--- src/design/cdu_pkg.sv ---
// Package for the calendar date unit: transaction payload types, command and
// status codes, and the constants used by the date arithmetic.
// No dependencies.
`default_nettype none

package cdu_pkg;

  // Command codes
  localparam logic [1:0] CmdNext = 2'd0;
  localparam logic [1:0] CmdPrev = 2'd1;
  localparam logic [1:0] CmdDiff = 2'd2;

  // Status codes
  localparam logic [1:0] StatusOk      = 2'd0;
  localparam logic [1:0] StatusRange   = 2'd1;
  localparam logic [1:0] StatusInvalid = 2'd2;

  // Calendar limits
  localparam logic [13:0] YearMax = 14'd9999;

  // floor(y / 100) = (y * Recip100) >> Recip100Shift, exact for any 14-bit y
  localparam int unsigned Recip100Shift = 19;
  localparam logic [12:0] Recip100      = 13'd5243;

  typedef struct packed {
    logic [1:0]  command;
    logic [4:0]  day;
    logic [3:0]  month;
    logic [13:0] year;
    logic [4:0]  other_day;
    logic [3:0]  other_month;
    logic [13:0] other_year;
  } cdu_in_t;

  typedef struct packed {
    logic [4:0]  result_day;
    logic [3:0]  result_month;
    logic [13:0] result_year;
    logic [21:0] day_count;
    logic [1:0]  status;
  } cdu_out_t;

endpackage : cdu_pkg

`default_nettype wire

--- src/design/calendar_date_unit_top.sv ---
// Calendar date unit top level: four-stage pipeline for next day, previous
// day and day difference on Gregorian dates.
// Depends on cdu_pkg.
//
// Usage:
//   Input channel (in_valid_i / in_ready_o / in_i) takes one command per
//   transaction: next day, previous day, or absolute day difference between
//   the main date and the other date. Output channel (out_valid_o /
//   out_ready_i / out_o) returns exactly one result per transaction, in order.
//   A transaction passes in order through the four register stages (quotient
//   by 100, calendar checks and year base, day number, difference), one
//   transaction per cycle while the receiver does not stall.
//   Each stage holds a valid bit and loads when it is empty or its successor
//   moves, so bubbles are squeezed out and new transactions are taken while
//   a result waits at the output. When the receiver stalls, the output holds
//   and the pipeline fills; in_ready_o drops only once all four stages are
//   full. Reset empties every stage; no transaction is in flight afterward.
//   Status: ok, year range exceeded (date held), or invalid input date or
//   command (all other fields zero).
`default_nettype none

module calendar_date_unit_top (
  input  wire logic            clk_i,
  input  wire logic            rst_ni,
  input  wire logic            in_valid_i,
  output logic                 in_ready_o,
  input  wire cdu_pkg::cdu_in_t in_i,
  output logic                 out_valid_o,
  input  wire logic            out_ready_i,
  output cdu_pkg::cdu_out_t    out_o
);

  // Per-date values carried out of stage 1
  typedef struct packed {
    logic [4:0]  day;
    logic [3:0]  month;
    logic [13:0] year;
    logic [7:0]  q100;
    logic [21:0] y365;
  } date_s1_t;

  // Per-date evaluation in stage 2
  typedef struct packed {
    logic        valid;
    logic        leap;
    logic [4:0]  mlen;
    logic [21:0] base;
  } date_eval_t;

  typedef struct packed {
    logic [1:0] cmd;
    date_s1_t   main;
    date_s1_t   other;
  } s1_t;

  // Day-number inputs for one date
  typedef struct packed {
    logic [21:0] base;
    logic        leap;
    logic [3:0]  month;
    logic [4:0]  day;
  } dn_in_t;

  typedef struct packed {
    cdu_pkg::cdu_out_t res;
    logic              is_diff;
    dn_in_t            a;
    dn_in_t            b;
  } s2_t;

  typedef struct packed {
    cdu_pkg::cdu_out_t res;
    logic              is_diff;
    logic [21:0]       dn_a;
    logic [21:0]       dn_b;
  } s3_t;

  // Days in a month, given leap flag
  function automatic logic [4:0] month_len(input logic [3:0] m, input logic leap);
    logic [4:0] len;
    case (m)
      4'd2:                         len = leap ? 5'd29 : 5'd28;
      4'd4, 4'd6, 4'd9, 4'd11:      len = 5'd30;
      default:                      len = 5'd31;
    endcase
    return len;
  endfunction

  // Days before the first of month m in a common year
  function automatic logic [8:0] days_before(input logic [3:0] m);
    logic [8:0] n;
    case (m)
      4'd2:    n = 9'd31;
      4'd3:    n = 9'd59;
      4'd4:    n = 9'd90;
      4'd5:    n = 9'd120;
      4'd6:    n = 9'd151;
      4'd7:    n = 9'd181;
      4'd8:    n = 9'd212;
      4'd9:    n = 9'd243;
      4'd10:   n = 9'd273;
      4'd11:   n = 9'd304;
      4'd12:   n = 9'd334;
      default: n = 9'd0;
    endcase
    return n;
  endfunction

  // Quotient by 100 through reciprocal multiply
  function automatic logic [7:0] div100(input logic [13:0] y);
    logic [26:0] prod;
    prod = 27'(y) * 27'(cdu_pkg::Recip100);
    return prod[26:cdu_pkg::Recip100Shift];
  endfunction

  // Leap flag, range check and day count before 1 January
  function automatic date_eval_t eval_date(input date_s1_t ds);
    date_eval_t  ev;
    logic [13:0] h;
    logic [6:0]  r100;
    logic        r_nz;
    logic [21:0] c4;
    logic [21:0] c100;
    logic [21:0] c400;
    h    = 14'(ds.q100) * 14'd100;
    r100 = 7'(ds.year - h);
    r_nz = (r100 != 7'd0);
    ev.leap = (ds.year[1:0] == 2'b00) && (r_nz || (ds.q100[1:0] == 2'b00));
    ev.mlen = month_len(ds.month, ev.leap);
    ev.valid = (ds.year <= cdu_pkg::YearMax) && (ds.month >= 4'd1) &&
               (ds.month <= 4'd12) && (ds.day >= 5'd1) && (ds.day <= ev.mlen);
    c4   = 22'(ds.year[13:2]) + 22'(ds.year[1:0] != 2'b00);
    c100 = 22'(ds.q100) + 22'(r_nz);
    c400 = 22'(ds.q100[7:2]) + 22'(r_nz || (ds.q100[1:0] != 2'b00));
    ev.base = ds.y365 + c4 - c100 + c400;
    return ev;
  endfunction

  // Day number from its parts
  function automatic logic [21:0] day_num(input dn_in_t x);
    logic [21:0] n;
    n = x.base + 22'(days_before(x.month)) + 22'(x.day) +
        22'(x.leap && (x.month > 4'd2));
    return n;
  endfunction

  logic v1_q, v2_q, v3_q, v4_q;
  logic rdy1, rdy2, rdy3, rdy4;
  s1_t  s1_d, s1_q;
  s2_t  s2_d, s2_q;
  s3_t  s3_d, s3_q;
  cdu_pkg::cdu_out_t out_d, out_q;

  // Per-stage load enables: a stage loads when empty or when it drains
  assign rdy4       = !v4_q || out_ready_i;
  assign rdy3       = !v3_q || rdy4;
  assign rdy2       = !v2_q || rdy3;
  assign rdy1       = !v1_q || rdy2;
  assign in_ready_o = rdy1;

  // Stage 1: quotient by 100 and 365 * year for both dates
  always_comb begin
    s1_d.cmd         = in_i.command;
    s1_d.main.day    = in_i.day;
    s1_d.main.month  = in_i.month;
    s1_d.main.year   = in_i.year;
    s1_d.main.q100   = div100(in_i.year);
    s1_d.main.y365   = 22'(in_i.year) * 22'd365;
    s1_d.other.day   = in_i.other_day;
    s1_d.other.month = in_i.other_month;
    s1_d.other.year  = in_i.other_year;
    s1_d.other.q100  = div100(in_i.other_year);
    s1_d.other.y365  = 22'(in_i.other_year) * 22'd365;
  end

  // Stage 2: validity, next/previous date and year base
  always_comb begin
    date_eval_t ea;
    date_eval_t eb;
    ea = eval_date(s1_q.main);
    eb = eval_date(s1_q.other);
    s2_d         = '0;
    s2_d.a.base  = ea.base;
    s2_d.a.leap  = ea.leap;
    s2_d.a.month = s1_q.main.month;
    s2_d.a.day   = s1_q.main.day;
    s2_d.b.base  = eb.base;
    s2_d.b.leap  = eb.leap;
    s2_d.b.month = s1_q.other.month;
    s2_d.b.day   = s1_q.other.day;
    s2_d.res.status = cdu_pkg::StatusOk;
    case (s1_q.cmd)
      cdu_pkg::CmdNext: begin
        if (!ea.valid) begin
          s2_d.res.status = cdu_pkg::StatusInvalid;
        end else if (s1_q.main.day < ea.mlen) begin
          s2_d.res.result_day   = s1_q.main.day + 5'd1;
          s2_d.res.result_month = s1_q.main.month;
          s2_d.res.result_year  = s1_q.main.year;
        end else if (s1_q.main.month < 4'd12) begin
          s2_d.res.result_day   = 5'd1;
          s2_d.res.result_month = s1_q.main.month + 4'd1;
          s2_d.res.result_year  = s1_q.main.year;
        end else if (s1_q.main.year < cdu_pkg::YearMax) begin
          s2_d.res.result_day   = 5'd1;
          s2_d.res.result_month = 4'd1;
          s2_d.res.result_year  = s1_q.main.year + 14'd1;
        end else begin
          s2_d.res.result_day   = s1_q.main.day;
          s2_d.res.result_month = s1_q.main.month;
          s2_d.res.result_year  = s1_q.main.year;
          s2_d.res.status       = cdu_pkg::StatusRange;
        end
      end
      cdu_pkg::CmdPrev: begin
        if (!ea.valid) begin
          s2_d.res.status = cdu_pkg::StatusInvalid;
        end else if (s1_q.main.day > 5'd1) begin
          s2_d.res.result_day   = s1_q.main.day - 5'd1;
          s2_d.res.result_month = s1_q.main.month;
          s2_d.res.result_year  = s1_q.main.year;
        end else if (s1_q.main.month > 4'd1) begin
          s2_d.res.result_month = s1_q.main.month - 4'd1;
          s2_d.res.result_day   = month_len(s1_q.main.month - 4'd1, ea.leap);
          s2_d.res.result_year  = s1_q.main.year;
        end else if (s1_q.main.year > 14'd0) begin
          s2_d.res.result_day   = 5'd31;
          s2_d.res.result_month = 4'd12;
          s2_d.res.result_year  = s1_q.main.year - 14'd1;
        end else begin
          s2_d.res.result_day   = s1_q.main.day;
          s2_d.res.result_month = s1_q.main.month;
          s2_d.res.result_year  = s1_q.main.year;
          s2_d.res.status       = cdu_pkg::StatusRange;
        end
      end
      cdu_pkg::CmdDiff: begin
        if (!ea.valid || !eb.valid) begin
          s2_d.res.status = cdu_pkg::StatusInvalid;
        end else begin
          s2_d.is_diff = 1'b1;
        end
      end
      default: begin
        s2_d.res.status = cdu_pkg::StatusInvalid;
      end
    endcase
  end

  // Stage 3: full day numbers
  always_comb begin
    s3_d.res     = s2_q.res;
    s3_d.is_diff = s2_q.is_diff;
    s3_d.dn_a    = day_num(s2_q.a);
    s3_d.dn_b    = day_num(s2_q.b);
  end

  // Stage 4: absolute difference into the output register
  always_comb begin
    out_d = s3_q.res;
    if (s3_q.is_diff) begin
      out_d.day_count = (s3_q.dn_a > s3_q.dn_b) ? (s3_q.dn_a - s3_q.dn_b)
                                                : (s3_q.dn_b - s3_q.dn_a);
    end
  end

  // Valid bits
  always_ff @(posedge clk_i or negedge rst_ni) begin
    if (!rst_ni) begin
      v1_q <= 1'b0;
      v2_q <= 1'b0;
      v3_q <= 1'b0;
      v4_q <= 1'b0;
    end else begin
      if (rdy1) v1_q <= in_valid_i;
      if (rdy2) v2_q <= v1_q;
      if (rdy3) v3_q <= v2_q;
      if (rdy4) v4_q <= v3_q;
    end
  end

  // Payload registers
  always_ff @(posedge clk_i) begin
    if (rdy1 && in_valid_i) s1_q  <= s1_d;
    if (rdy2 && v1_q)       s2_q  <= s2_d;
    if (rdy3 && v2_q)       s3_q  <= s3_d;
    if (rdy4 && v3_q)       out_q <= out_d;
  end

  assign out_valid_o = v4_q;
  assign out_o       = out_q;

  // Input can only be blocked by a full pipeline behind a stalled output
  a_stall_source: assert property (@(posedge clk_i) disable iff (!rst_ni)
    !in_ready_o |-> (out_valid_o && !out_ready_i && v1_q && v2_q && v3_q))
    else $error("input stalled without a full pipeline");

  // A non-ok status never carries a day count
  a_count_on_error: assert property (@(posedge clk_i) disable iff (!rst_ni)
    (out_valid_o && (out_o.status != cdu_pkg::StatusOk)) |-> (out_o.day_count == 22'd0))
    else $error("day count set on error status");

  // A nonzero day count comes with a zero date
  a_diff_no_date: assert property (@(posedge clk_i) disable iff (!rst_ni)
    (out_valid_o && (out_o.day_count != 22'd0)) |->
      (out_o.result_day == 5'd0 && out_o.result_month == 4'd0 &&
       out_o.result_year == 14'd0))
    else $error("difference result carries a date");

  // A stage-3 transaction reaches the output register whenever stage 4 can load
  a_stage_fill: assert property (@(posedge clk_i) disable iff (!rst_ni)
    (v3_q && rdy4) |=> out_valid_o)
    else $error("stage 3 transaction lost");

endmodule : calendar_date_unit_top

`default_nettype wire
--- config.mk ---
export PLATFORM = sky130hd
export DESIGN_NAME = calendar_date_unit_top
export DESIGN_NICKNAME = d
export VERILOG_FILES = /design/src/design/cdu_pkg.sv /design/src/design/calendar_date_unit_top.sv
export SDC_FILE = /design/constraint.sdc
export NUM_CORES = 1
export LEC_CHECK = 0
export ABC_CLOCK_PERIOD_IN_PS = 5350
export BUFFER_PORTS_ARGS = -buffer_cell sky130_fd_sc_hd__buf_2
export CAP_MARGIN = 0
export CORE_MARGIN = 2
export CORE_UTILIZATION = 25
export DETAILED_ROUTE_END_ITERATION = 12
export SLEW_MARGIN = 15
export SYNTH_ARGS = -nofsm -noshare
export SYNTH_HDL_FRONTEND = slang
export SYNTH_SLANG_ARGS = --single-unit
export TNS_END_PERCENT = 5
--- constraint.sdc ---
create_clock -name clk_i -period 5.35 [get_ports clk_i]
set_input_delay 1.07 -clock clk_i [delete_from_list [all_inputs] [get_ports clk_i]]
set_output_delay 1.07 -clock clk_i [all_outputs]
set_load 0.01 [all_outputs]
==> impl_metrics.env <==
export IMPL_fin_skew_ns=0.0273
export IMPL_syn_area_per_cell_sq_um=10.8
export IMPL_cts_setup_buffers=0
export IMPL_worstRegToRegCells=23
export IMPL_fmax_mhz=169
export IMPL_p_int_mw=13.1
export IMPL_synthFlopType="edfxtp_1"
export IMPL_arrival_ns=6.22
export IMPL_drt_initial_drc_count=939
export IMPL_io_pins=101
export IMPL_syn_inst=2780
export IMPL_cts_made_buffers=39
export IMPL_synthTopCellsByArea="edfxtp_1, ha_1, fa_1, inv_1, xnor2_1"
export IMPL_via_count=20335
export IMPL_final_period_utilization_pct=110
export IMPL_viasPerCell=4.23
export IMPL_antenna_found_initial=2
export IMPL_ctsHtreeMaxLevel=2
export IMPL_grt_ovfl_total=0
export IMPL_place_congestion=0.887
export IMPL_multi_input_area_sq_um=18100
export IMPL_initial_utilization_pct=25.1
export IMPL_start_kind="flip-flop"
export IMPL_synthesis_nets=3546
export IMPL_yosysTopAreaCell="edfxtp_1"
export IMPL_die_h_um=350
export IMPL_clkTransAtPathRegs_ns=0.06
export IMPL_firstDrtPassIters=5
export IMPL_place_ws_ns=-0.809
export IMPL_drv_cap=0
export IMPL_grt_total_usage_pct=11.1
export IMPL_die_w_um=350
export IMPL_switchingPower_mw=9.54
export IMPL_regToRegSetupSlack_ns=-0.55
export IMPL_cp_end_kind="flip-flop"
export IMPL_wire_per_inst_um=14.0
export IMPL_layout_drive_gt1_share_pct=15.8
export IMPL_slew_viol_final=0
export IMPL_hold_class="in2async"
export IMPL_synth_area_sq_um=30000
export IMPL_cellPowerDensity_nw_per_um2=630
export IMPL_combPwrFrac_pct=66.7
export IMPL_cts_sinks=333
export IMPL_r2r_start="s1_q[76]"
export IMPL_fillers=12331
export IMPL_synth_top_area_share_pct=31.1
export IMPL_syn_to_final_growth_pct=19.9
export IMPL_swShare_pct=42.1
export IMPL_seqPwrFrac_pct=21.6
export IMPL_hpwl_um=56000
export IMPL_layout_common_cells="inv_1, ha_1, edfxtp_1"
export IMPL_crit_path_max_fanout=2
export IMPL_synth_seq_cells=333
export IMPL_core_region_area_sq_um=119000
export IMPL_root_buffer="clkbuf_16"
export IMPL_status="complete, but fails checks"
export IMPL_nets=3927
export IMPL_setup_ws_ns=-0.554
export IMPL_async_flop_share_pct=1.20
export IMPL_wl_um=67200
export IMPL_portBuffers=100
export IMPL_yosysUniqueCellTypes=73
export IMPL_slew_headroom_pct=37.6
export IMPL_grt_max_degree=54
export IMPL_setup_viol=11
export IMPL_fp_row_count=127
export IMPL_placed_area_sq_um=34600
export IMPL_drcViolationCount=0
export IMPL_cp_required_ns=5.66
export IMPL_synth_seq_area_share_pct=32.7
export IMPL_grt_first_pass_wirelength_um=109000
export IMPL_cts_tree="done"
export IMPL_ant_nets=0
export IMPL_violations="negative setup slack"
export IMPL_layout_commonest_cell="inv_1"
export IMPL_crit_type="reg2reg"
export IMPL_dieArea_sq_um=123000
export IMPL_seq_area_sq_um=9800
export IMPL_r2r_end="s2_q[62]"
export IMPL_tightest_slew_ns=0.936
export IMPL_p_leak_nw=16.8
export IMPL_design_area_sq_um=36000
export IMPL_ctsHoldBuffers=0
export IMPL_power_frac_clock_pct=11.7
export IMPL_rsz0062_at_grt="yes"
export IMPL_synth_enable_flop_cells=311
export IMPL_yosys_warnings=0
export IMPL_clock_path_buffers=3
export IMPL_hold_viol=0
export IMPL_ir_drop_uv=343
export IMPL_fin_crit_ns=5.90
export IMPL_grt_pass1_vias=21121
export IMPL_antenna_cells=0
export IMPL_clk_latency_ns=0.58
==> cell type report <==
cell class,instances,share of cell area (%)
Multi-Input combinational cell,1838,50.4
Sequential cell,333,27.2
Timing Repair Buffer,375,7.22
Inverter,574,6.00
Tap cell,1612,5.61
Clock buffer,43,2.81
Clock inverter,28,0.720
==> power groups by stage <==
stage               logic, mW  registers, mW  clock network, mW
global route             17.3           5.00               2.84
floorplan                10.7           4.87                  0
CTS                      15.2           4.92               2.75
finish                   15.1           4.90               2.65
detailed placement       14.9           4.97                  0
global placement         14.7           4.96                  0
==> routing by layer <==
metal	up-vias	GRT usage (%)	part of all wire [%]
met5	-	0	0.022
met4	2	3.53	3.0
met3	98	1.39	3.4
met2	287	19.4	49
met1	9780	14.2	45
li1	10168	-	-
==> registers in the layout, summed over array words and instances, names as in the netlist, named ones only <==
name,cells
v1_q,1
v3_q,1
s1_q,104
out_o,47
out_valid_o,1
s2_q,90
out_d,25
s3_q,45
v2_q,1
==> synth_stat cells (17+ instances only) <==
| cell | count |
|---|---|
| nor3_1 | 42 |
| nand3_1 | 47 |
| nor2b_1 | 34 |
| dfxtp_1 | 18 |
| nand4_1 | 20 |
| a21oi_1 | 120 |
| clkbuf_1 | 28 |
| o21a_1 | 19 |
| xnor2_1 | 111 |
| o21ai_0 | 94 |
| xor2_1 | 47 |
| and2_1 | 23 |
| ha_1 | 456 |
| inv_1 | 574 |
| nor2_1 | 142 |
| a31oi_1 | 18 |
| mux2i_1 | 33 |
| fa_1 | 258 |
| a211oi_1 | 17 |
| edfxtp_1 | 311 |
| nand2b_1 | 27 |
| a21o_1 | 53 |
| nand2_1 | 104 |
==> worst max-delay path by stage <==
stage	from	end	slack, ns	depth (start not counted)
6_report	s1_q[76]	s2_q[62]	-0.55	23
4_1_cts	s1_q[75]	s2_q[62]	-0.65	23
2_1_floorplan	in_i[32]	s1_q[82]	-0.40	17
5_1_grt	s1_q[75]	s2_q[62]	-0.89	23
3_3_place_gp	in_i[29]	s1_q[82]	-0.72	19
3_5_place_dp	in_i[34]	s1_q[82]	-0.81	15
==> repair_timing <==
item | 4_1_cts | 5_1_grt
endpoints found under the setup margin | 21 | 33
pin swaps | 10 | 3
resized for setup | 25 | 4
==> critical path, stage by stage (launching register included) <==
cell and delay (ns):
edfxtp_1 0.42, inv_1 0.14, ha_4 0.22, xnor2_2 0.18, xnor3_1 0.37, nor4_2 0.19
o21a_1 0.18, nand2_1 0.07, fa_1 0.50, fa_1 0.44, fa_1 0.51, inv_1 0.05
fa_2 0.34, inv_2 0.07, fa_2 0.20, nor2b_1 0.06, o211ai_1 0.15, a21boi_1 0.10
o41a_1 0.37, a221o_1 0.38, o41ai_4 0.27, o21ai_2 0.11, o41ai_2 0.25, xnor2_1 0.10
==> cell families after synthesis <==
logic type / count (synthesis) / synth area share (%)
AND/OR/NAND/NOR: 497 / 8.07
multiplexers: 41 / 1.40
XOR/XNOR: 159 / 4.69
flip-flops: 333 / 32.7
AO/OA/AOI/OAI: 427 / 9.26
buffers and inverters: 609 / 7.67
adder cells (fa/ha/maj): 714 / 36.2
==> stage by stage <==
step | hold slack [ns] | setup TNS (ns) | utilization, % | power [mW] | cells
after global routing | 0.291 | -9.04 | 30.1 | 25.1 | 4803
after floorplan | 0.400 | -2.10 | - | 15.6 | 2780
after detailed placement | 0.405 | -14.71 | 28.9 | 19.9 | 4732
final | 0.312 | -2.12 | 30.1 | 22.6 | 4803
after global placement | 0.402 | -12.01 | 28.9 | 19.7 | 4732
after CTS | 0.278 | -2.48 | 30.1 | 22.9 | 4803
(Power assumes the default switching activity.)
